===== src/hdl/lsfs_pkg.sv =====
`default_nettype none
package lsfs_pkg;

    // op codes of the command word
    localparam logic [1:0] OP_SET   = 2'd0;
    localparam logic [1:0] OP_SHOW  = 2'd1;
    localparam logic [1:0] OP_BLANK = 2'd2;

    // configuration register indexes
    localparam logic [1:0] CFG_PIXEL_COUNT = 2'd0;
    localparam logic [1:0] CFG_BRIGHTNESS  = 2'd1;
    localparam logic [1:0] CFG_DIVIDER     = 2'd2;

    localparam logic [7:0] HDR_MARK       = 8'hE0;
    localparam logic [7:0] END_MARK       = 8'hFF;
    localparam int         END_BASE       = 6;
    localparam int         END_STEP_SHIFT = 4;

    localparam logic [2:0] BYTES_FULL = 3'd4;

    typedef struct packed {
        logic [5:0] pixel_count;
        logic [4:0] global_brightness;
        logic [7:0] color_divider;
    } t_cfg;

    typedef struct packed {
        logic       start;
        logic [7:0] dividend;
        logic [7:0] divisor;
    } t_div_req;

    typedef struct packed {
        logic       done;
        logic [7:0] quotient;
    } t_div_rsp;

    typedef enum logic [3:0] {
        S_IDLE,
        S_ACK,
        S_START,
        S_RD,
        S_LOAD,
        S_DIVSTART,
        S_DIVWAIT,
        S_PIX,
        S_END
    } t_state;

endpackage
`default_nettype wire


===== src/hdl/lsfs_cmd_if.sv =====
`default_nettype none
interface lsfs_cmd_if;
    logic       valid;
    logic       ready;
    logic [1:0] op;
    logic [4:0] pixel_index;
    logic [7:0] red;
    logic [7:0] green;
    logic [7:0] blue;

    modport source (output valid, op, pixel_index, red, green, blue, input ready);
    modport sink   (input valid, op, pixel_index, red, green, blue, output ready);
endinterface
`default_nettype wire


===== src/hdl/lsfs_word_if.sv =====
`default_nettype none
interface lsfs_word_if;
    logic        valid;
    logic        ready;
    logic [31:0] out_word;
    logic [2:0]  byte_count;
    logic        last;

    modport source (output valid, out_word, byte_count, last, input ready);
    modport sink   (input valid, out_word, byte_count, last, output ready);
endinterface
`default_nettype wire


===== src/hdl/lsfs_pixel_mem.sv =====
`default_nettype none
module lsfs_pixel_mem #(
    parameter int DEPTH  = 32,
    parameter int ADDR_W = (DEPTH > 1) ? $clog2(DEPTH) : 1
) (
    input  wire logic              i_clk,
    input  wire logic              i_rst_n,
    input  wire logic              i_we,
    input  wire logic [ADDR_W-1:0] i_waddr,
    input  wire logic [23:0]       i_wdata,
    input  wire logic [ADDR_W-1:0] i_raddr,
    output logic      [23:0]       o_rdata
);

    logic [23:0]      r_mem [DEPTH];
    logic [DEPTH-1:0] r_vld;
    logic [23:0]      r_rdata;

    always_ff @(posedge i_clk) begin
        if (!i_rst_n) begin
            r_vld <= '0;
        end else if (i_we) begin
            r_vld[i_waddr] <= 1'b1;
        end
    end

    always_ff @(posedge i_clk) begin
        if (i_we) begin
            r_mem[i_waddr] <= i_wdata;
        end
    end

    // entries never written read as black
    always_ff @(posedge i_clk) begin
        r_rdata <= r_vld[i_raddr] ? r_mem[i_raddr] : '0;
    end

    assign o_rdata = r_rdata;

endmodule
`default_nettype wire


===== src/hdl/lsfs_div.sv =====
`default_nettype none
module lsfs_div (
    input  wire logic              i_clk,
    input  wire logic              i_rst_n,
    input  wire lsfs_pkg::t_div_req i_req,
    output lsfs_pkg::t_div_rsp      o_rsp
);

    logic       r_busy;
    logic       r_done;
    logic [2:0] r_cnt;
    logic [7:0] r_rem;
    logic [7:0] r_quo;
    logic [7:0] r_dvs;
    logic [8:0] trial;
    logic [8:0] shifted;
    logic       q_bit;
    logic [7:0] n_rem;

    // one restoring step per cycle, MSB first
    always_comb begin
        shifted = {r_rem, r_quo[7]};
        trial   = shifted - {1'b0, r_dvs};
        q_bit   = !trial[8];
        n_rem   = q_bit ? trial[7:0] : shifted[7:0];
    end

    always_ff @(posedge i_clk) begin
        if (!i_rst_n) begin
            r_busy <= 1'b0;
            r_done <= 1'b0;
            r_cnt  <= '0;
        end else begin
            r_done <= 1'b0;
            if (r_busy) begin
                r_cnt <= r_cnt + 3'd1;
                if (r_cnt == 3'd7) begin
                    r_busy <= 1'b0;
                    r_done <= 1'b1;
                end
            end else if (i_req.start) begin
                r_busy <= 1'b1;
                r_cnt  <= '0;
            end
        end
    end

    always_ff @(posedge i_clk) begin
        if (r_busy) begin
            r_rem <= n_rem;
            r_quo <= {r_quo[6:0], q_bit};
        end else if (i_req.start) begin
            r_rem <= '0;
            r_quo <= i_req.dividend;
            r_dvs <= i_req.divisor;
        end
    end

    assign o_rsp.done     = r_done;
    assign o_rsp.quotient = r_quo;

    a_done_after_busy: assert property (@(posedge i_clk) disable iff (!i_rst_n)
        r_done |-> $past(r_busy) && !r_busy)
        else $error("divider done without a finished run");

    a_no_restart: assert property (@(posedge i_clk) disable iff (!i_rst_n)
        r_busy && !$past(r_busy) |-> r_cnt == 3'd0)
        else $error("divider run did not start at step zero");

endmodule
`default_nettype wire


===== src/hdl/lsfs_ctrl.sv =====
`default_nettype none
module lsfs_ctrl #(
    parameter int MAX_PIXELS = 32,
    parameter int ADDR_W     = (MAX_PIXELS > 1) ? $clog2(MAX_PIXELS) : 1
) (
    input  wire logic                i_clk,
    input  wire logic                i_rst_n,
    input  wire lsfs_pkg::t_cfg      i_cfg,
    lsfs_cmd_if.sink                 i_cmd,
    lsfs_word_if.source              o_word,
    output logic                     o_mem_we,
    output logic [ADDR_W-1:0]        o_mem_waddr,
    output logic [23:0]              o_mem_wdata,
    output logic [ADDR_W-1:0]        o_mem_raddr,
    input  wire logic [23:0]         i_mem_rdata,
    output lsfs_pkg::t_div_req       o_div_req,
    input  wire lsfs_pkg::t_div_rsp  i_div_rsp
);

    localparam int CNT_W  = $clog2(MAX_PIXELS + 1);
    localparam int LEFT_W = $clog2(lsfs_pkg::END_BASE +
                                   MAX_PIXELS / (2 ** lsfs_pkg::END_STEP_SHIFT) + 1);

    lsfs_pkg::t_state r_state, n_state;

    logic              r_ov;
    logic [31:0]       r_word;
    logic [2:0]        r_bc;
    logic              r_last;

    logic              r_blank;
    logic [CNT_W-1:0]  r_cnt;
    logic [CNT_W-1:0]  r_pix;
    logic [LEFT_W-1:0] r_left;
    logic              r_first;
    logic [7:0]        r_hdr;
    logic [7:0]        r_dvs;
    logic [23:0]       r_px;
    logic [23:0]       r_acc;
    logic [1:0]        r_ch;

    logic              slot_free;
    logic              emit;
    logic              cmd_ready;
    logic              div_start;
    logic [31:0]       n_word;
    logic [2:0]        n_bc;
    logic              n_last;
    logic [2:0]        take;
    logic              cmd_acc;
    logic              is_frame;
    logic              last_pix;
    logic [CNT_W-1:0]  clamp_cnt;
    logic [7:0]        chan;

    assign slot_free = !r_ov || o_word.ready;
    assign cmd_acc   = i_cmd.valid && cmd_ready;
    assign is_frame  = (i_cmd.op == lsfs_pkg::OP_SHOW) || (i_cmd.op == lsfs_pkg::OP_BLANK);
    assign last_pix  = (r_pix == r_cnt - CNT_W'(1));
    assign take      = (r_left > LEFT_W'(4)) ? 3'd4 : r_left[2:0];
    assign clamp_cnt = (i_cfg.pixel_count > 6'(MAX_PIXELS)) ? CNT_W'(MAX_PIXELS)
                                                             : CNT_W'(i_cfg.pixel_count);

    always_comb begin
        case (r_ch)
            2'd0:    chan = r_px[7:0];
            2'd1:    chan = r_px[15:8];
            default: chan = r_px[23:16];
        endcase
    end

    // next state
    always_comb begin
        n_state = r_state;
        unique case (r_state)
            lsfs_pkg::S_IDLE: begin
                if (i_cmd.valid) begin
                    n_state = is_frame ? lsfs_pkg::S_START : lsfs_pkg::S_ACK;
                end
            end
            lsfs_pkg::S_ACK: begin
                if (slot_free) n_state = lsfs_pkg::S_IDLE;
            end
            lsfs_pkg::S_START: begin
                if (slot_free) begin
                    n_state = (r_cnt == '0) ? lsfs_pkg::S_END : lsfs_pkg::S_RD;
                end
            end
            lsfs_pkg::S_RD:       n_state = lsfs_pkg::S_LOAD;
            lsfs_pkg::S_LOAD:     n_state = lsfs_pkg::S_DIVSTART;
            lsfs_pkg::S_DIVSTART: n_state = lsfs_pkg::S_DIVWAIT;
            lsfs_pkg::S_DIVWAIT: begin
                if (i_div_rsp.done) begin
                    n_state = (r_ch == 2'd2) ? lsfs_pkg::S_PIX : lsfs_pkg::S_DIVSTART;
                end
            end
            lsfs_pkg::S_PIX: begin
                if (slot_free) begin
                    n_state = last_pix ? lsfs_pkg::S_END : lsfs_pkg::S_RD;
                end
            end
            lsfs_pkg::S_END: begin
                if (slot_free && r_left <= LEFT_W'(4)) n_state = lsfs_pkg::S_IDLE;
            end
            default: n_state = lsfs_pkg::S_IDLE;
        endcase
    end

    // outputs of the sequencer
    always_comb begin
        cmd_ready = 1'b0;
        emit      = 1'b0;
        div_start = 1'b0;
        n_word    = '0;
        n_bc      = '0;
        n_last    = 1'b0;
        unique case (r_state)
            lsfs_pkg::S_IDLE:     cmd_ready = 1'b1;
            lsfs_pkg::S_ACK: begin
                emit   = slot_free;
                n_last = 1'b1;
            end
            lsfs_pkg::S_START: begin
                emit = slot_free;
                n_bc = lsfs_pkg::BYTES_FULL;
            end
            lsfs_pkg::S_DIVSTART: div_start = 1'b1;
            lsfs_pkg::S_PIX: begin
                emit   = slot_free;
                n_word = {r_hdr, r_acc};
                n_bc   = lsfs_pkg::BYTES_FULL;
            end
            lsfs_pkg::S_END: begin
                emit   = slot_free;
                n_word = r_first ? {lsfs_pkg::END_MARK, 24'h0} : '0;
                n_bc   = take;
                n_last = (r_left <= LEFT_W'(4));
            end
            default: ;
        endcase
    end

    always_ff @(posedge i_clk) begin
        if (!i_rst_n) begin
            r_state <= lsfs_pkg::S_IDLE;
            r_ov    <= 1'b0;
        end else begin
            r_state <= n_state;
            if (emit) begin
                r_ov <= 1'b1;
            end else if (o_word.ready) begin
                r_ov <= 1'b0;
            end
        end
    end

    always_ff @(posedge i_clk) begin
        if (emit) begin
            r_word <= n_word;
            r_bc   <= n_bc;
            r_last <= n_last;
        end
        if (cmd_acc) begin
            r_blank <= (i_cmd.op == lsfs_pkg::OP_BLANK);
            r_cnt   <= clamp_cnt;
            r_pix   <= '0;
            r_left  <= LEFT_W'(lsfs_pkg::END_BASE) +
                       LEFT_W'(clamp_cnt >> lsfs_pkg::END_STEP_SHIFT);
            r_first <= 1'b1;
            r_hdr   <= lsfs_pkg::HDR_MARK | {3'b000, i_cfg.global_brightness};
            r_dvs   <= (i_cfg.color_divider == '0) ? 8'd1 : i_cfg.color_divider;
        end
        if (r_state == lsfs_pkg::S_LOAD) begin
            r_px <= r_blank ? '0 : i_mem_rdata;
            r_ch <= '0;
        end
        if (r_state == lsfs_pkg::S_DIVWAIT && i_div_rsp.done) begin
            // shift in blue, then green, then red
            r_acc <= {r_acc[15:0], i_div_rsp.quotient};
            r_ch  <= r_ch + 2'd1;
        end
        if (r_state == lsfs_pkg::S_PIX && slot_free) begin
            r_pix <= r_pix + CNT_W'(1);
        end
        if (r_state == lsfs_pkg::S_END && slot_free) begin
            r_left  <= r_left - LEFT_W'(take);
            r_first <= 1'b0;
        end
    end

    assign i_cmd.ready       = cmd_ready;
    assign o_word.valid      = r_ov;
    assign o_word.out_word   = r_word;
    assign o_word.byte_count = r_bc;
    assign o_word.last       = r_last;

    assign o_mem_we    = cmd_acc && (i_cmd.op == lsfs_pkg::OP_SET) &&
                         ({1'b0, i_cmd.pixel_index} < 6'(MAX_PIXELS));
    assign o_mem_waddr = ADDR_W'(i_cmd.pixel_index);
    assign o_mem_wdata = {i_cmd.red, i_cmd.green, i_cmd.blue};
    assign o_mem_raddr = r_pix[ADDR_W-1:0];

    assign o_div_req.start    = div_start;
    assign o_div_req.dividend = chan;
    assign o_div_req.divisor  = r_dvs;

    a_done_in_wait: assert property (@(posedge i_clk) disable iff (!i_rst_n)
        i_div_rsp.done |-> r_state == lsfs_pkg::S_DIVWAIT)
        else $error("quotient arrived outside the divide wait");

    a_pix_in_range: assert property (@(posedge i_clk) disable iff (!i_rst_n)
        (r_state == lsfs_pkg::S_RD || r_state == lsfs_pkg::S_PIX) |-> r_pix < r_cnt)
        else $error("pixel pointer ran past the frame length");

    a_end_nonempty: assert property (@(posedge i_clk) disable iff (!i_rst_n)
        r_state == lsfs_pkg::S_END |-> r_left != '0)
        else $error("end frame state with no bytes left");

    a_last_to_idle: assert property (@(posedge i_clk) disable iff (!i_rst_n)
        emit && n_last |=> r_state == lsfs_pkg::S_IDLE)
        else $error("final word sent but sequencer did not return to idle");

endmodule
`default_nettype wire


===== src/hdl/led_strip_frame_serializer.sv =====
`default_nettype none
// LED strip frame encoder for APA102-style strips. Commands arrive on i_cmd:
// set pixel writes one RGB entry of the pixel store (cleared to black at reset)
// and answers with one empty word marked last; show sends a start word of four
// zero bytes, one word {0xE0|brightness, blue, green, red} per pixel with each
// channel divided by color_divider, then an end frame of 6 + count/16 bytes
// (0xFF first, rest zero) packed into words with a byte count; blank sends the
// same frame with black pixels. Every word puts its first byte in bits 31:24.
// One command is handled at a time and i_cmd.ready is low until its last word
// is loaded into the output register. Each pixel passes through a read and a
// load step, its three color channels through the one bit-serial divider (a
// start, 8 restoring steps and a collect for each channel), and a send step.
// Write configuration only while no command is in progress; a frame uses the
// settings captured when its command is accepted.
module led_strip_frame_serializer #(
    parameter int MAX_PIXELS = 32
) (
    input  wire logic        i_clk,
    input  wire logic        i_rst_n,
    lsfs_cmd_if.sink         i_cmd,
    lsfs_word_if.source      o_word,
    input  wire logic        i_cfg_we,
    input  wire logic [1:0]  i_cfg_idx,
    input  wire logic [7:0]  i_cfg_data
);

    localparam int ADDR_W = (MAX_PIXELS > 1) ? $clog2(MAX_PIXELS) : 1;

    lsfs_pkg::t_cfg     r_cfg;
    lsfs_pkg::t_div_req div_req;
    lsfs_pkg::t_div_rsp div_rsp;

    logic              mem_we;
    logic [ADDR_W-1:0] mem_waddr;
    logic [23:0]       mem_wdata;
    logic [ADDR_W-1:0] mem_raddr;
    logic [23:0]       mem_rdata;

    always_ff @(posedge i_clk) begin
        if (!i_rst_n) begin
            r_cfg.pixel_count       <= 6'd32;
            r_cfg.global_brightness <= 5'd31;
            r_cfg.color_divider     <= 8'd1;
        end else if (i_cfg_we) begin
            unique case (i_cfg_idx)
                lsfs_pkg::CFG_PIXEL_COUNT: r_cfg.pixel_count       <= i_cfg_data[5:0];
                lsfs_pkg::CFG_BRIGHTNESS:  r_cfg.global_brightness <= i_cfg_data[4:0];
                lsfs_pkg::CFG_DIVIDER:     r_cfg.color_divider     <= i_cfg_data;
                default: ;
            endcase
        end
    end

    lsfs_pixel_mem #(
        .DEPTH  (MAX_PIXELS),
        .ADDR_W (ADDR_W)
    ) u_mem (
        .i_clk   (i_clk),
        .i_rst_n (i_rst_n),
        .i_we    (mem_we),
        .i_waddr (mem_waddr),
        .i_wdata (mem_wdata),
        .i_raddr (mem_raddr),
        .o_rdata (mem_rdata)
    );

    lsfs_div u_div (
        .i_clk   (i_clk),
        .i_rst_n (i_rst_n),
        .i_req   (div_req),
        .o_rsp   (div_rsp)
    );

    lsfs_ctrl #(
        .MAX_PIXELS (MAX_PIXELS),
        .ADDR_W     (ADDR_W)
    ) u_ctrl (
        .i_clk       (i_clk),
        .i_rst_n     (i_rst_n),
        .i_cfg       (r_cfg),
        .i_cmd       (i_cmd),
        .o_word      (o_word),
        .o_mem_we    (mem_we),
        .o_mem_waddr (mem_waddr),
        .o_mem_wdata (mem_wdata),
        .o_mem_raddr (mem_raddr),
        .i_mem_rdata (mem_rdata),
        .o_div_req   (div_req),
        .i_div_rsp   (div_rsp)
    );

endmodule
`default_nettype wire

===== src/flat_wrapper.sv =====
// flat-port wrapper written by rule: the top's interface ports become plain ports
module led_strip_frame_serializer_flat 
#(
    parameter int MAX_PIXELS = 32
)
  (i_clk, i_rst_n, i_cfg_we, i_cfg_idx, i_cfg_data, i_cmd_valid, i_cmd_op, i_cmd_pixel_index, i_cmd_red, i_cmd_green, i_cmd_blue, i_cmd_ready, o_word_valid, o_word_out_word, o_word_byte_count, o_word_last, o_word_ready);
  lsfs_cmd_if i_cmd_i ();
  lsfs_word_if o_word_i ();
  input  wire logic i_clk;
  input  wire logic i_rst_n;
  input  wire logic i_cfg_we;
  input  wire logic [1:0] i_cfg_idx;
  input  wire logic [7:0] i_cfg_data;
  input wire logic [$bits(i_cmd_i.valid)-1:0] i_cmd_valid;
  input wire logic [$bits(i_cmd_i.op)-1:0] i_cmd_op;
  input wire logic [$bits(i_cmd_i.pixel_index)-1:0] i_cmd_pixel_index;
  input wire logic [$bits(i_cmd_i.red)-1:0] i_cmd_red;
  input wire logic [$bits(i_cmd_i.green)-1:0] i_cmd_green;
  input wire logic [$bits(i_cmd_i.blue)-1:0] i_cmd_blue;
  output wire logic [$bits(i_cmd_i.ready)-1:0] i_cmd_ready;
  output wire logic [$bits(o_word_i.valid)-1:0] o_word_valid;
  output wire logic [$bits(o_word_i.out_word)-1:0] o_word_out_word;
  output wire logic [$bits(o_word_i.byte_count)-1:0] o_word_byte_count;
  output wire logic [$bits(o_word_i.last)-1:0] o_word_last;
  input wire logic [$bits(o_word_i.ready)-1:0] o_word_ready;
  assign i_cmd_i.valid = i_cmd_valid;
  assign i_cmd_i.op = i_cmd_op;
  assign i_cmd_i.pixel_index = i_cmd_pixel_index;
  assign i_cmd_i.red = i_cmd_red;
  assign i_cmd_i.green = i_cmd_green;
  assign i_cmd_i.blue = i_cmd_blue;
  assign i_cmd_ready = i_cmd_i.ready;
  assign o_word_valid = o_word_i.valid;
  assign o_word_out_word = o_word_i.out_word;
  assign o_word_byte_count = o_word_i.byte_count;
  assign o_word_last = o_word_i.last;
  assign o_word_i.ready = o_word_ready;
  led_strip_frame_serializer #(.MAX_PIXELS(MAX_PIXELS)) u_core (.i_clk(i_clk), .i_rst_n(i_rst_n), .i_cmd(i_cmd_i), .o_word(o_word_i), .i_cfg_we(i_cfg_we), .i_cfg_idx(i_cfg_idx), .i_cfg_data(i_cfg_data));
endmodule

===== config.mk =====
export PLATFORM = sky130hd
export DESIGN_NAME = led_strip_frame_serializer_flat
export DESIGN_NICKNAME = d
export VERILOG_FILES = /design/src/hdl/lsfs_pkg.sv /design/src/hdl/lsfs_cmd_if.sv /design/src/hdl/lsfs_word_if.sv /design/src/hdl/lsfs_pixel_mem.sv /design/src/hdl/lsfs_div.sv /design/src/hdl/lsfs_ctrl.sv /design/src/hdl/led_strip_frame_serializer.sv /design/src/flat_wrapper.sv
export SDC_FILE = /design/constraint.sdc
export NUM_CORES = 1
export LEC_CHECK = 0
export BUFFER_PORTS_ARGS = -buffer_cell sky130_fd_sc_hd__buf_2
export CORE_ASPECT_RATIO = 1.4
export CORE_MARGIN = 2
export CORE_UTILIZATION = 37
export DETAILED_ROUTE_END_ITERATION = 16
export GPL_ROUTABILITY_DRIVEN = 0
export PLACE_DENSITY = 0.6
export SLEW_MARGIN = 20
export SYNTH_ARGS = -nofsm -noshare
export SYNTH_HDL_FRONTEND = slang
export SYNTH_SLANG_ARGS = --single-unit

===== constraint.sdc =====
create_clock -name i_clk -period 5.2 [get_ports i_clk]
set_clock_uncertainty 0.2 [all_clocks]
set_input_delay 1.04 -clock i_clk [delete_from_list [all_inputs] [get_ports i_clk]]
set_output_delay 1.04 -clock i_clk [all_outputs]
set_load 0.02 [all_outputs]

==> reports/results.ini, run 1 <==
[cts]
cts.sink_count = 992
hold_bufs_at_cts = 0
worst_skew_pair_latency_ns = 0.69
cts_setup_buffers = 0
cts_max_path_buffers = 3
tritoncts_clock_tree = yes
cts_buf_count = 91
cts.clk_slew.worst_paths_ns = 0.07
cts_max_level = 3
cts_root_buf = sky130_fd_sc_hd__clkbuf_16
cts-resized-gates = 0

[layout]
finish.net_count = 2046
final_area_um2 = 43600
finalNonFillerCells = 3395
synthToLayoutAreaGrowth_pct = 13.4
postLayoutCoreUtil_pct = 42.4
antenna_cells_inserted = 0
drive_above_1_share_pct = 25.9

[detailed_routing]
avgViaCountPerCell = 5.25
drtIter0Drc = 1643
dr.pass1.iters = 5
drc_errors = 0
final_antenna_net_count = 0
routed_wire_length_per_instance_um = 25.7
postRouteWirelength_mm = 87.4
vias = 17811

[worst_hold_path]
hold_path_class = reg -> reg

[grt]
via_count_of_the_first_global_routing_pass = 18519
antenna_found_initial = 1
grt_util_all_layers_pct = 16.7
grt_start_max_net_pins = 126
grt_overflow = 0
wire_length_of_the_first_global_routing_pass_mm = 129

[synth]
post_synth_instance_area_um2 = 38400
post_synth.cell_area_avg_um2 = 20.5
yosysWarningCount = 0
syn-num-nets = 1944
async_reset_ff_share_pct = 0
synth_cells = 1877
yosys.area.top_type_share_pct = 70.8
ys.flop_type = sky130_fd_sc_hd__edfxtp_1
synth-seq-area-share_pct = 75.3
synth.area.top_cells = sky130_fd_sc_hd__edfxtp_1 71%, sky130_fd_sc_hd__mux4_2 13%, sky130_fd_sc_hd__dfxtp_1 4.5%
post_synth_edffs = 906
synth_area_leader_cell = sky130_fd_sc_hd__edfxtp_1
synth_cell_types = 56
postSynthRegisterBits = 992

[floorplan]
floorplan.die.height_um = 385
core_area_um2 = 103000
fp.dieArea_um2 = 106000
floorplan.rows = 139
initial_utilization_pct = 37.4
chipWidth_um = 276
total_i_o_pin_count = 84

[placement]
place.detailed.instances = 3225
hpwl_mm = 55.6
post_dp_cell_area_um2 = 40500
placement.io_buffers = 83
pre_cts_slack_ns = 1.51

[worst_setup_path]
crit_buf_inv = 1
worst-setup-path-type = reg -> reg
reg2reg_setup_slack_ns = 1.80
start_kind = flip-flop
cpLargestDelayFamily = multiplexers
critical_path_required_ns = 5.52
crit_slowest_cell = sky130_fd_sc_hd__mux2i_4
timing.critical_path.mode_cell = sky130_fd_sc_hd__mux4_2
cp-end-kind = flip-flop
crit_path_cell_chain = buf_12 -> mux4_2 -> mux4_2 -> mux2i_4 -> nor2_1
worst_ep_arrival_time_ns = 3.72
crit_path_max_incr_delay_ns = 0.70
timing.critical_path.fanout_max = 103

[power_and_ir_drop]
power.clock.fraction_pct = 36.6
power_switching_share_pct = 25.4
cellLeakagePower_nw = 14.0
p_int_mw = 14.0
power_frac_seq_pct = 48.6
power_frac_comb_pct = 14.7
p_sw_mw = 4.77
power_density_nw_per_um2 = 431
power.ir.vdd_worst_mv = 0.250

[sta]
timing_hold_violations_final = 0
slew_headroom_pct = 25.9
rsz_0062_raised_after_global_routing = no
worst_slew_pin_slew_ns = 1.11
max_freq_mhz = 294
final-max-slew-violation-count = 0
finalSetupViolations = 0
fin_ws_ns = 1.80
final_min_period_over_clock_period_pct = 65.3
min_period_ns = 3.40
finalSetupTns_ns = 0

[flow_run]
number_of_violations_of_the_max_capacitance_limit = 0

[run_status]
status = finished, final reports clean

[power by group through the flow]
stage                     Combinational [mW]  Clock [mW]  Sequential [mW]
after CTS                               2.82        7.01             9.12
after floorplan                         1.78           0             9.36
after global routing                    2.94        7.31             9.14
after global placement                  2.80           0             9.28
after detailed placement                2.82           0             9.29
final                                   2.77        6.87             9.12
[cells in the mapped netlist, types with 3 or more instances]
cell type                  number
sky130_fd_sc_hd__mux2i_1      116
sky130_fd_sc_hd__nand4_1        3
sky130_fd_sc_hd__a21o_1         3
sky130_fd_sc_hd__or2_2          4
sky130_fd_sc_hd__nand3_1       11
sky130_fd_sc_hd__nand2_1       46
sky130_fd_sc_hd__buf_6          8
sky130_fd_sc_hd__a31oi_1       10
sky130_fd_sc_hd__and2_1        26
sky130_fd_sc_hd__buf_4         22
sky130_fd_sc_hd__nor2_1        97
sky130_fd_sc_hd__clkbuf_1      43
sky130_fd_sc_hd__edfxtp_1     906
sky130_fd_sc_hd__o21ai_0       16
sky130_fd_sc_hd__nor3_1         8
sky130_fd_sc_hd__dfxtp_1       86
sky130_fd_sc_hd__buf_2         23
sky130_fd_sc_hd__or3_1          6
sky130_fd_sc_hd__xor2_1         3
sky130_fd_sc_hd__a21oi_1       15
sky130_fd_sc_hd__o21a_1        39
sky130_fd_sc_hd__o31ai_1        3
sky130_fd_sc_hd__a211oi_1       3
sky130_fd_sc_hd__nor2b_1       33
sky130_fd_sc_hd__inv_1         17
sky130_fd_sc_hd__xnor2_1       13
sky130_fd_sc_hd__a22oi_1       10
sky130_fd_sc_hd__nor3b_1        5
sky130_fd_sc_hd__nand3b_1       7
sky130_fd_sc_hd__mux4_2       227
sky130_fd_sc_hd__ha_1          20
sky130_fd_sc_hd__a311oi_1       3
sky130_fd_sc_hd__and3_1         6
sky130_fd_sc_hd__nand2b_1       9
[registers in the layout, indices dropped and copies added, names as in the netlist, 2 cells and up]
signal,flops
u_core.u_ctrl.r_ch,2
u_core.u_mem.r_mem,768
u_core.u_div.r_quo,8
u_core.u_ctrl.o_word.out_word,30
u_core.u_ctrl.r_acc,24
u_core.u_ctrl.r_dvs,8
u_core.u_ctrl.r_state,4
u_core.u_mem.r_vld,32
u_core.u_ctrl.r_pix,6
u_core.u_ctrl.r_left,4
u_core.u_mem.o_rdata,24
u_core.u_ctrl.r_hdr,5
u_core.u_div.r_dvs,8
u_core.u_div.r_rem,8
u_core.u_ctrl.r_px,24
u_core.r_cfg,19
u_core.u_ctrl.o_word.byte_count,3
u_core.u_div.r_cnt,3
u_core.u_ctrl.r_cnt,6
[cell families after synthesis]
logic type                 count (synthesis)  synth area share, %
muxes                                    344                 16.4
DFF                                      992                 75.3
xor gates and xnor gates                  16                0.365
AOI/OAI and AO/OA                        113                 2.04
buffers and inverters                    119                 1.63
and+or+nand+nor                          270                 3.54
adders and majority gates                 21                0.704
other                                      2               0.0196
[layer usage]
| layer | part of all wire, % | up-vias | GRT usage, % |
|---|---|---|---|
| met3 | 4.0 | 95 | 2.16 |
| met1 | 39 | 9490 | 20.0 |
| met5 | 0.015 | - | 0 |
| li1 | - | 7795 | - |
| met2 | 55 | 429 | 31.2 |
| met4 | 1.8 | 2 | 4.68 |
[worst paths after layout]
| check | start | cells past startpoint | endpoint |
|---|---|---|---|
| setup / recovery | u_core.u_ctrl.r_pix[1]$_SDFFCE_PN0P_ | 5 | u_core.u_mem.o_rdata[2]$_SDFF_PN0_ |
| hold / removal | u_core.u_ctrl.r_dvs[1]$_SDFFCE_PN0P_ | 0 | u_core.u_div.r_dvs[1]$_DFFE_PP_ |
| setup reg to reg | u_core.u_ctrl.r_pix[1]$_SDFFCE_PN0P_ | 5 | u_core.u_mem.o_rdata[2]$_SDFF_PN0_ |
| hold reg to reg | u_core.u_ctrl.r_dvs[1]$_SDFFCE_PN0P_ | 0 | u_core.u_div.r_dvs[1]$_DFFE_PP_ |
[area by class of cell]
class / count / area (um2)
Timing Repair Buffer: 109 / 661
Fill cell: 8812 / 59200
Tap cell: 1339 / 1680
Inverter: 19 / 71.3
Clock inverter: 59 / 672
Clock buffer: 111 / 2420
Sequential cell: 992 / 28900
Multi-Input combinational cell: 766 / 9130
[placed cells by master (no fill, tap or decap), types with 16 or more instances in the layout]
cell	netlist	layout
sky130_fd_sc_hd__nor2_4	0	32
sky130_fd_sc_hd__ha_1	20	20
sky130_fd_sc_hd__and2_1	26	26
sky130_fd_sc_hd__buf_4	22	22
sky130_fd_sc_hd__mux2i_1	116	116
sky130_fd_sc_hd__nor2b_1	33	32
sky130_fd_sc_hd__dfxtp_1	86	86
sky130_fd_sc_hd__buf_2	23	83
sky130_fd_sc_hd__inv_1	17	17
sky130_fd_sc_hd__edfxtp_1	906	906
sky130_fd_sc_hd__o21a_1	39	39
sky130_fd_sc_hd__mux4_2	227	227
sky130_fd_sc_hd__clkinv_2	0	25
sky130_fd_sc_hd__nand2_1	46	46
sky130_fd_sc_hd__nor2_1	97	64
sky130_fd_sc_hd__clkbuf_16	0	93
sky130_fd_sc_hd__o21ai_0	16	16
[metrics by stage]
stage / hold slack (ns) / power (mW)
global placement: 0.217 / 12.1
global route: 0.231 / 19.4
CTS: 0.213 / 19.0
floorplan: 0.200 / 11.1
finish: 0.208 / 18.8
detailed placement: 0.215 / 12.1
Note: power is estimated with default switching activity, not from simulation.
==> inputs of run 2 (changes only) <==
--- a/config.mk
+++ b/config.mk
@@ -5,13 +5,14 @@
 export SDC_FILE = /design/constraint.sdc
 export NUM_CORES = 1
 export LEC_CHECK = 0
+export ABC_AREA = 1
 export BUFFER_PORTS_ARGS = -buffer_cell sky130_fd_sc_hd__buf_2
 export CORE_ASPECT_RATIO = 1.4
 export CORE_MARGIN = 2
 export CORE_UTILIZATION = 37
 export DETAILED_ROUTE_END_ITERATION = 16
 export GPL_ROUTABILITY_DRIVEN = 0
-export PLACE_DENSITY = 0.6
+export PLACE_DENSITY = 0.62
 export SLEW_MARGIN = 20
 export SYNTH_ARGS = -nofsm -noshare
 export SYNTH_HDL_FRONTEND = slang
==> constraint.sdc (replaced) <==
create_clock -name i_clk -period 2.95 [get_ports i_clk]
set_clock_uncertainty 0.2 [all_clocks]
set_input_delay 0.59 -clock i_clk [delete_from_list [all_inputs] [get_ports i_clk]]
set_output_delay 0.59 -clock i_clk [all_outputs]
set_load 0.02 [all_outputs]
==> run 2 against run 1 <==
  * Routed wire length grew 16%
  * Sequential cell count unchanged
  * Via count grew 39%
  * Power is 84% higher
  * Sequential power up 78%
  * Critical path depth increased by 3
  * Synthesized cell count increased by 64%
  * Die area grew 1.7%
  * Sequential share of layout area shrank 1.7 points
  * Synthesized area up 1.7%
  * Combinational power rose by 150%
  * Critical path type unchanged
==> reports/results.ini, run 2 <==
[layout]
antenna_cells_inserted = 0
fillCellCount = 9563
synthToLayoutAreaGrowth_pct = 14.5
finish.net_count = 3258
regMostFlops = u_core.u_mem.r_mem
drive_above_1_share_pct = 12.7
most-common-layout-cells = 906 x sky130_fd_sc_hd__edfxtp_1, 599 x sky130_fd_sc_hd__nor2_1, 418 x sky130_fd_sc_hd__o21ai_0, 195 x sky130_fd_sc_hd__nand2_1, 132 x sky130_fd_sc_hd__nand3_1
largest_reg_flops = 768
final_area_um2 = 44700
most_common_cell_after_layout_fill_and_taps_aside = sky130_fd_sc_hd__edfxtp_1
finalNonFillerCells = 4626

[placement]
pre_cts_slack_ns = 0.284
place.detailed.instances = 4446
placement.io_buffers = 83
hpwl_mm = 62.4
post_dp_cell_area_um2 = 41700

[floorplan]
fp.dieArea_um2 = 108000
initial_utilization_pct = 37.2
total_i_o_pin_count = 84
floorplan.die.height_um = 388
chipWidth_um = 279
core_area_um2 = 105000
floorplan.rows = 141

[worst_setup_path]
critical_path.reg2reg.startpoint = u_core.u_ctrl.r_pix[0]$_SDFFCE_PN0P_
timing.critical_path.fanout_max = 110
worst_ep_arrival_time_ns = 2.98
critical_path_required_ns = 3.33
worstReg2RegEnd = u_core.u_mem.o_rdata[4]$_SDFF_PN0_
cp-end-kind = flip-flop
worst-setup-path-type = reg -> reg
reg2reg_setup_slack_ns = 0.35
start_kind = flip-flop
reg2regPathDepth = 8

[sta]
worst_slew_pin_slew_ns = 0.999
max_freq_mhz = 384
rsz_0062_raised_after_global_routing = no
finalSetupViolations = 0
min_period_ns = 2.60
slew_headroom_pct = 33.2
fin_ws_ns = 0.348
timing_hold_violations_final = 0
final_min_period_over_clock_period_pct = 88.2
final-max-slew-violation-count = 0

[synth]
async_reset_ff_share_pct = 0
yosys-top-cells-count = 906 x sky130_fd_sc_hd__edfxtp_1, 634 x sky130_fd_sc_hd__nor2_1, 418 x sky130_fd_sc_hd__o21ai_0
yosysMostFrequentCell = sky130_fd_sc_hd__edfxtp_1
syn-num-nets = 3144
synth_cell_types = 48
yosys.area.top_type_share_pct = 69.6
synth_area_leader_cell = sky130_fd_sc_hd__edfxtp_1
ys.flop_type = sky130_fd_sc_hd__edfxtp_1
postSynthRegisterBits = 992
post_synth.cell_area_avg_um2 = 12.7
yosysWarningCount = 0
post_synth_instance_area_um2 = 39100
synth-seq-area-share_pct = 74.0
post_synth_edffs = 906
synth_cells = 3077
synth.area.top_cells = sky130_fd_sc_hd__edfxtp_1 70%, sky130_fd_sc_hd__nor2_1 6.1%, sky130_fd_sc_hd__o21ai_0 5.4%

[detailed_routing]
vias = 24781
dr.pass1.iters = 5
postRouteWirelength_mm = 101
routed_wire_length_per_instance_um = 21.8
final_antenna_net_count = 0
avgViaCountPerCell = 5.36
drc_errors = 0
drtIter0Drc = 2180

[cts]
tritoncts_clock_tree = yes
cts_buf_count = 93
cts.clk_slew.worst_paths_ns = 0.07
cts_root_buf = sky130_fd_sc_hd__clkbuf_16
cts.sink_count = 992
cts_max_path_buffers = 3
worst_skew_pair_latency_ns = 0.67
cts_setup_buffers = 0
cts_max_level = 3

[power_and_ir_drop]
power_switching_share_pct = 29.8
p_int_mw = 24.2
power.clock.fraction_pct = 33.3
p_sw_mw = 10.3
power.ir.vdd_worst_mv = 0.477
power_density_nw_per_um2 = 772
power_frac_seq_pct = 47.0
power_frac_comb_pct = 19.7
cellLeakagePower_nw = 15.0

[run_status]
status = finished, final reports clean

[grt]
antenna_found_initial = 1
grt_overflow = 0
grt_util_all_layers_pct = 18.3
wire_length_of_the_first_global_routing_pass_mm = 150
via_count_of_the_first_global_routing_pass = 24345
grt_start_max_net_pins = 111

[worst_hold_path]
min_delay_worst_endpoint = u_core.r_cfg[18]$_SDFFE_PN1P_
hold_path_depth = 4
holdCritStartpoint = i_cfg_idx[1]
hold_path_class = in -> reg

[flow_run]
number_of_violations_of_the_max_capacitance_limit = 0

==> run 2: cell count changes after synthesis, sizes merged, moves of 89 or more <==
cell	delta
o221ai	+89
nor2	+559
nand2	+155
o21ai	+417
o22ai	+99
inv	+106
mux4	-227
nand3	+122
mux2i	-117
==> run 2: layout make-up <==
class / instances / area (um2) / area share, %
repair buffers: 212 / 1790 / 4.01
multi-input cells: 1767 / 8910 / 19.9
inverters: 125 / 484 / 1.08
clock inverters: 49 / 415 / 0.929
clock buffers: 123 / 2490 / 5.57
flip-flops and latches: 992 / 28900 / 64.7
well taps: 1358 / 1700 / 3.80
==> run 2: repair_timing <==
| item | 4_1_cts | 5_1_grt |
|---|---|---|
| hold endpoints to repair | 12 | 0 |
| setup endpoints to repair | 0 | 0 |
| hold buffers | 8 | 0 |
| gates resized for setup | 0 | 0 |
==> run 2: per-layer routing <==
layer  global-route usage, %  up-vias  wire (um)
met3                    2.48      178       6110
met4                    7.70        2       3870
met1                    22.2    12320      38900
li1                        -    11398          -
met2                    32.7      883      52100
met5                       0        -         13
==> run 2: kinds of logic (layout without fill, tap and decap cells) <==
logic type / Yosys count / after routing / share of synthesized area [%]
AND/OR/NAND/NOR: 1007 / 1007 / 10.4
XOR/XNOR: 10 / 10 / 0.243
buffers and inverters: 318 / 509 / 3.84
adder cells (fa/ha/maj): 21 / 21 / 0.692
AO/OA/AOI/OAI: 727 / 727 / 10.7
flip-flops: 992 / 992 / 74.0
other: 2 / 2 / 0.0192
==> run 2: power by group through the flow <==
| stage | combinational (mW) | sequential, mW | clock, mW |
|---|---|---|---|
| floorplan | 4.16 | 16.7 | 0 |
| global placement | 6.70 | 16.5 | 0 |
| detailed placement | 6.78 | 16.5 | 0 |
| CTS | 6.82 | 16.2 | 11.7 |
| global route | 7.39 | 16.3 | 12.3 |
| finish | 6.80 | 16.2 | 11.5 |
==> run 2: critical path, stage by stage, from the launching register on <==
cell and delay, ns:
sky130_fd_sc_hd__edfxtp_1 0.52, sky130_fd_sc_hd__buf_12 0.21, sky130_fd_sc_hd__buf_12 0.33, sky130_fd_sc_hd__o21ai_0 0.18, sky130_fd_sc_hd__o221ai_1 0.39, sky130_fd_sc_hd__nand3_1 0.12, sky130_fd_sc_hd__nand3_1 0.08, sky130_fd_sc_hd__nand2_1 0.15
sky130_fd_sc_hd__nor2_1 0.17
==> run 2: worst max path at each step <==
| stage | start | to | slack [ns] |
|---|---|---|---|
| final | u_core.u_ctrl.r_pix[0]$_SDFFCE_PN0P_ | u_core.u_mem.o_rdata[4]$_SDFF_PN0_ | 0.35 |
| after global placement | i_cmd_op[0] | u_core.u_mem.r_mem[6][20]$_DFFE_PP_ | 0.28 |
| after CTS | u_core.u_ctrl.r_pix[0]$_SDFFCE_PN0P_ | u_core.u_mem.o_rdata[4]$_SDFF_PN0_ | 0.32 |
| after global routing | u_core.u_div.r_dvs[0]$_DFFE_PP_ | u_core.u_div.r_rem[7]$_SDFFCE_PN0P_ | 0.20 |
| after detailed placement | i_cmd_op[0] | u_core.u_mem.r_mem[6][6]$_DFFE_PP_ | 0.28 |
| after floorplan | u_core.u_ctrl.r_state[1]$_SDFFE_PN0P_ | u_core.u_mem.r_mem[12][0]$_DFFE_PP_ | -0.19 |
==> run 2: through the flow <==
stage | util (%) | hold WS [ns] | setup TNS (ns) | total power, mW
after floorplan | - | 0.200 | -130.93 | 20.9
after global placement | 39.7 | 0.204 | 0 | 23.2
after detailed placement | 39.7 | 0.205 | 0 | 23.3
after CTS | 42.5 | 0.0489 | 0 | 34.8
after global routing | 42.5 | 0.0957 | 0 | 35.9
final | 42.5 | 0.111 | 0 | 34.5
==> inputs of run 3 (changes only) <==
--- a/config.mk
+++ b/config.mk
@@ -7,9 +7,9 @@
 export LEC_CHECK = 0
 export ABC_AREA = 1
 export BUFFER_PORTS_ARGS = -buffer_cell sky130_fd_sc_hd__buf_2
-export CORE_ASPECT_RATIO = 1.4
 export CORE_MARGIN = 2
 export CORE_UTILIZATION = 37
+export CTS_BUF_LIST = sky130_fd_sc_hd__clkbuf_8
 export DETAILED_ROUTE_END_ITERATION = 16
 export GPL_ROUTABILITY_DRIVEN = 0
 export PLACE_DENSITY = 0.62
==> run 3 against run 2 <==
  * Combinational power is 2% lower
  * Non-clock buffer count is 5 higher
  * Register-to-register slack worse by 0.09 ns
  * Clock-buffer cell count is 43 higher
  * First-iteration DRC count is 29% higher
  * Sequential cell count stayed put
  * Critical endpoint is now u_core.u_div.r_rem[5]$_SDFFCE_PN0P_
  * Largest power group unchanged
==> reports/results.ini, run 3 (synthesized netlist as in run 2, its figures left out) <==
[sta]
final-max-slew-violation-count = 0
timing_hold_violations_final = 0
worst_slew_pin_slew_ns = 0.806
hold_ws_ns = 0.0700
final_min_period_over_clock_period_pct = 91.1
slew_headroom_pct = 46.3
finalSetupViolations = 0
fin_ws_ns = 0.262
finalSetupTns_ns = 0
rsz_0062_raised_after_global_routing = no
min_period_ns = 2.69
max_freq_mhz = 372

[layout]
combined_area_of_the_multi_input_logic_cells_um2 = 8910
most-common-layout-cells = 906 x sky130_fd_sc_hd__edfxtp_1, 599 x sky130_fd_sc_hd__nor2_1, 418 x sky130_fd_sc_hd__o21ai_0, 195 x sky130_fd_sc_hd__nand2_1, 166 x sky130_fd_sc_hd__clkbuf_8
regArea_um2 = 28900
most_common_cell_after_layout_fill_and_taps_aside = sky130_fd_sc_hd__edfxtp_1
postLayoutCoreUtil_pct = 42.8
finish.net_count = 3323
drive_above_1_share_pct = 14.1
fillCellCount = 9573
synthToLayoutAreaGrowth_pct = 14.9
regMostFlops = u_core.u_mem.r_mem
largest_reg_flops = 768

[grt]
grt_start_max_net_pins = 113
antenna_found_initial = 6
grt_util_all_layers_pct = 18.9
wire_length_of_the_first_global_routing_pass_mm = 152
grt_overflow = 0
via_count_of_the_first_global_routing_pass = 24228

[worst_setup_path]
timing.critical_path.fanout_max = 9
worst-setup-path-type = reg -> reg
cp-end-kind = flip-flop
reg2reg_setup_slack_ns = 0.26
reg2regPathDepth = 9
worst_ep_arrival_time_ns = 3.03
critical_path_required_ns = 3.29
start_kind = flip-flop

[cts]
cts_root_buf = sky130_fd_sc_hd__clkbuf_8
cts_buf_count = 153
cts_max_path_buffers = 3
worst_skew_pair_latency_ns = 0.81
cts_setup_buffers = 0
cts.clk_slew.worst_paths_ns = 0.07
tritoncts_clock_tree = yes
cts_max_level = 4
cts.sink_count = 992
cts-resized-gates = 0

[power_and_ir_drop]
power.ir.vdd_worst_mv = 0.465
cellLeakagePower_nw = 15.3
power_density_nw_per_um2 = 756
power_switching_share_pct = 30.7
power_frac_comb_pct = 19.6
power_frac_seq_pct = 48.3
power.clock.fraction_pct = 32.1
p_sw_mw = 10.4
p_int_mw = 23.5

[floorplan]
chipWidth_um = 329
floorplan.die.height_um = 329
fp.dieArea_um2 = 108000
core_area_um2 = 105000
initial_utilization_pct = 37.2
floorplan.rows = 119
total_i_o_pin_count = 84

[detailed_routing]
postRouteWirelength_mm = 104
dr.pass1.iters = 6
routed_wire_length_per_instance_um = 21.7
drtIter0Drc = 2811
drc_errors = 0
final_antenna_net_count = 0
avgViaCountPerCell = 5.32
vias = 25368

[placement]
pre_cts_slack_ns = 0.272
placement.io_buffers = 83
hpwl_mm = 58.7

[flow_run]
number_of_violations_of_the_max_capacitance_limit = 0

[worst_hold_path]
hold_path_class = in -> reg
hold_path_depth = 3

[run_status]
status = finished, final reports clean

run 3: cell count changes in the layout (fill, tap and decap cells not counted), sizes merged:
cell | previous run | this run
clkbuf | 123 | 166
dlygate4sd3 | 8 | 20
clkinvlp | 7 | 5
inv | 127 | 177
buf | 204 | 197
diode | 0 | 1
clkinv | 36 | 46
run 3: final timing paths:
kind                                        start                                  end
min                                   i_cmd_op[0]      u_core.u_ctrl.r_blank$_DFFE_PP_
max               u_core.u_div.r_dvs[0]$_DFFE_PP_  u_core.u_div.r_rem[5]$_SDFFCE_PN0P_
min reg2reg  u_core.u_ctrl.r_dvs[2]$_SDFFCE_PN0P_      u_core.u_div.r_dvs[2]$_DFFE_PP_
max reg2reg       u_core.u_div.r_dvs[0]$_DFFE_PP_  u_core.u_div.r_rem[5]$_SDFFCE_PN0P_
run 3: final cells by class:
cell class,instances,share of cell area (%)
Timing Repair Buffer,217,4.28
Inverter,125,1.08
Multi-Input combinational cell,1767,19.9
Sequential cell,992,64.5
Antenna cell,1,0.00558
Tap cell,1391,3.88
Clock buffer,166,5.09
Clock inverter,107,1.34
run 3: power by group through the flow:
| stage | Combinational, mW | Sequential [mW] | Clock, mW |
|---|---|---|---|
| after CTS | 6.62 | 16.4 | 11.1 |
| after floorplan | 4.16 | 16.7 | 0 |
| after global placement | 6.52 | 16.7 | 0 |
| after global routing | 7.27 | 16.4 | 11.7 |
| after detailed placement | 6.57 | 16.6 | 0 |
| final | 6.65 | 16.4 | 10.9 |
run 3: metrics by stage:
stage / total power, mW / cell area, um2 / cells
after global routing: 35.4 / 44900 / 4765
final: 33.9 / 44900 / 4766
after floorplan: 20.9 / 39100 / 3077
after detailed placement: 23.2 / 41800 / 4472
after CTS: 34.1 / 44900 / 4765
after global placement: 23.2 / 41800 / 4472
run 3: metal layers:
metal / part of all wire (%) / vias up / GRT usage [%]
met5: 0.058 / - / 0
met4: 2.7 / 10 / 6.70
met3: 8.7 / 185 / 4.56
met2: 46 / 1069 / 28.8
met1: 43 / 12558 / 26.4
li1: - / 11546 / -
run 3: critical path, stage by stage (launching register included):
cell	delay [ns]
sky130_fd_sc_hd__edfxtp_1	0.37
sky130_fd_sc_hd__ha_1	0.24
sky130_fd_sc_hd__fa_1	0.42
sky130_fd_sc_hd__o21ai_0	0.29
sky130_fd_sc_hd__nand2_1	0.09
sky130_fd_sc_hd__nand3_1	0.12
sky130_fd_sc_hd__xor2_2	0.35
sky130_fd_sc_hd__inv_2	0.16
sky130_fd_sc_hd__nor2_1	0.14
sky130_fd_sc_hd__nor2_1	0.05
run 3: repair_timing:
action,in CTS,in global routing
hold buffers,20,0
hold endpoints to repair,22,0
setup endpoints to repair,0,0
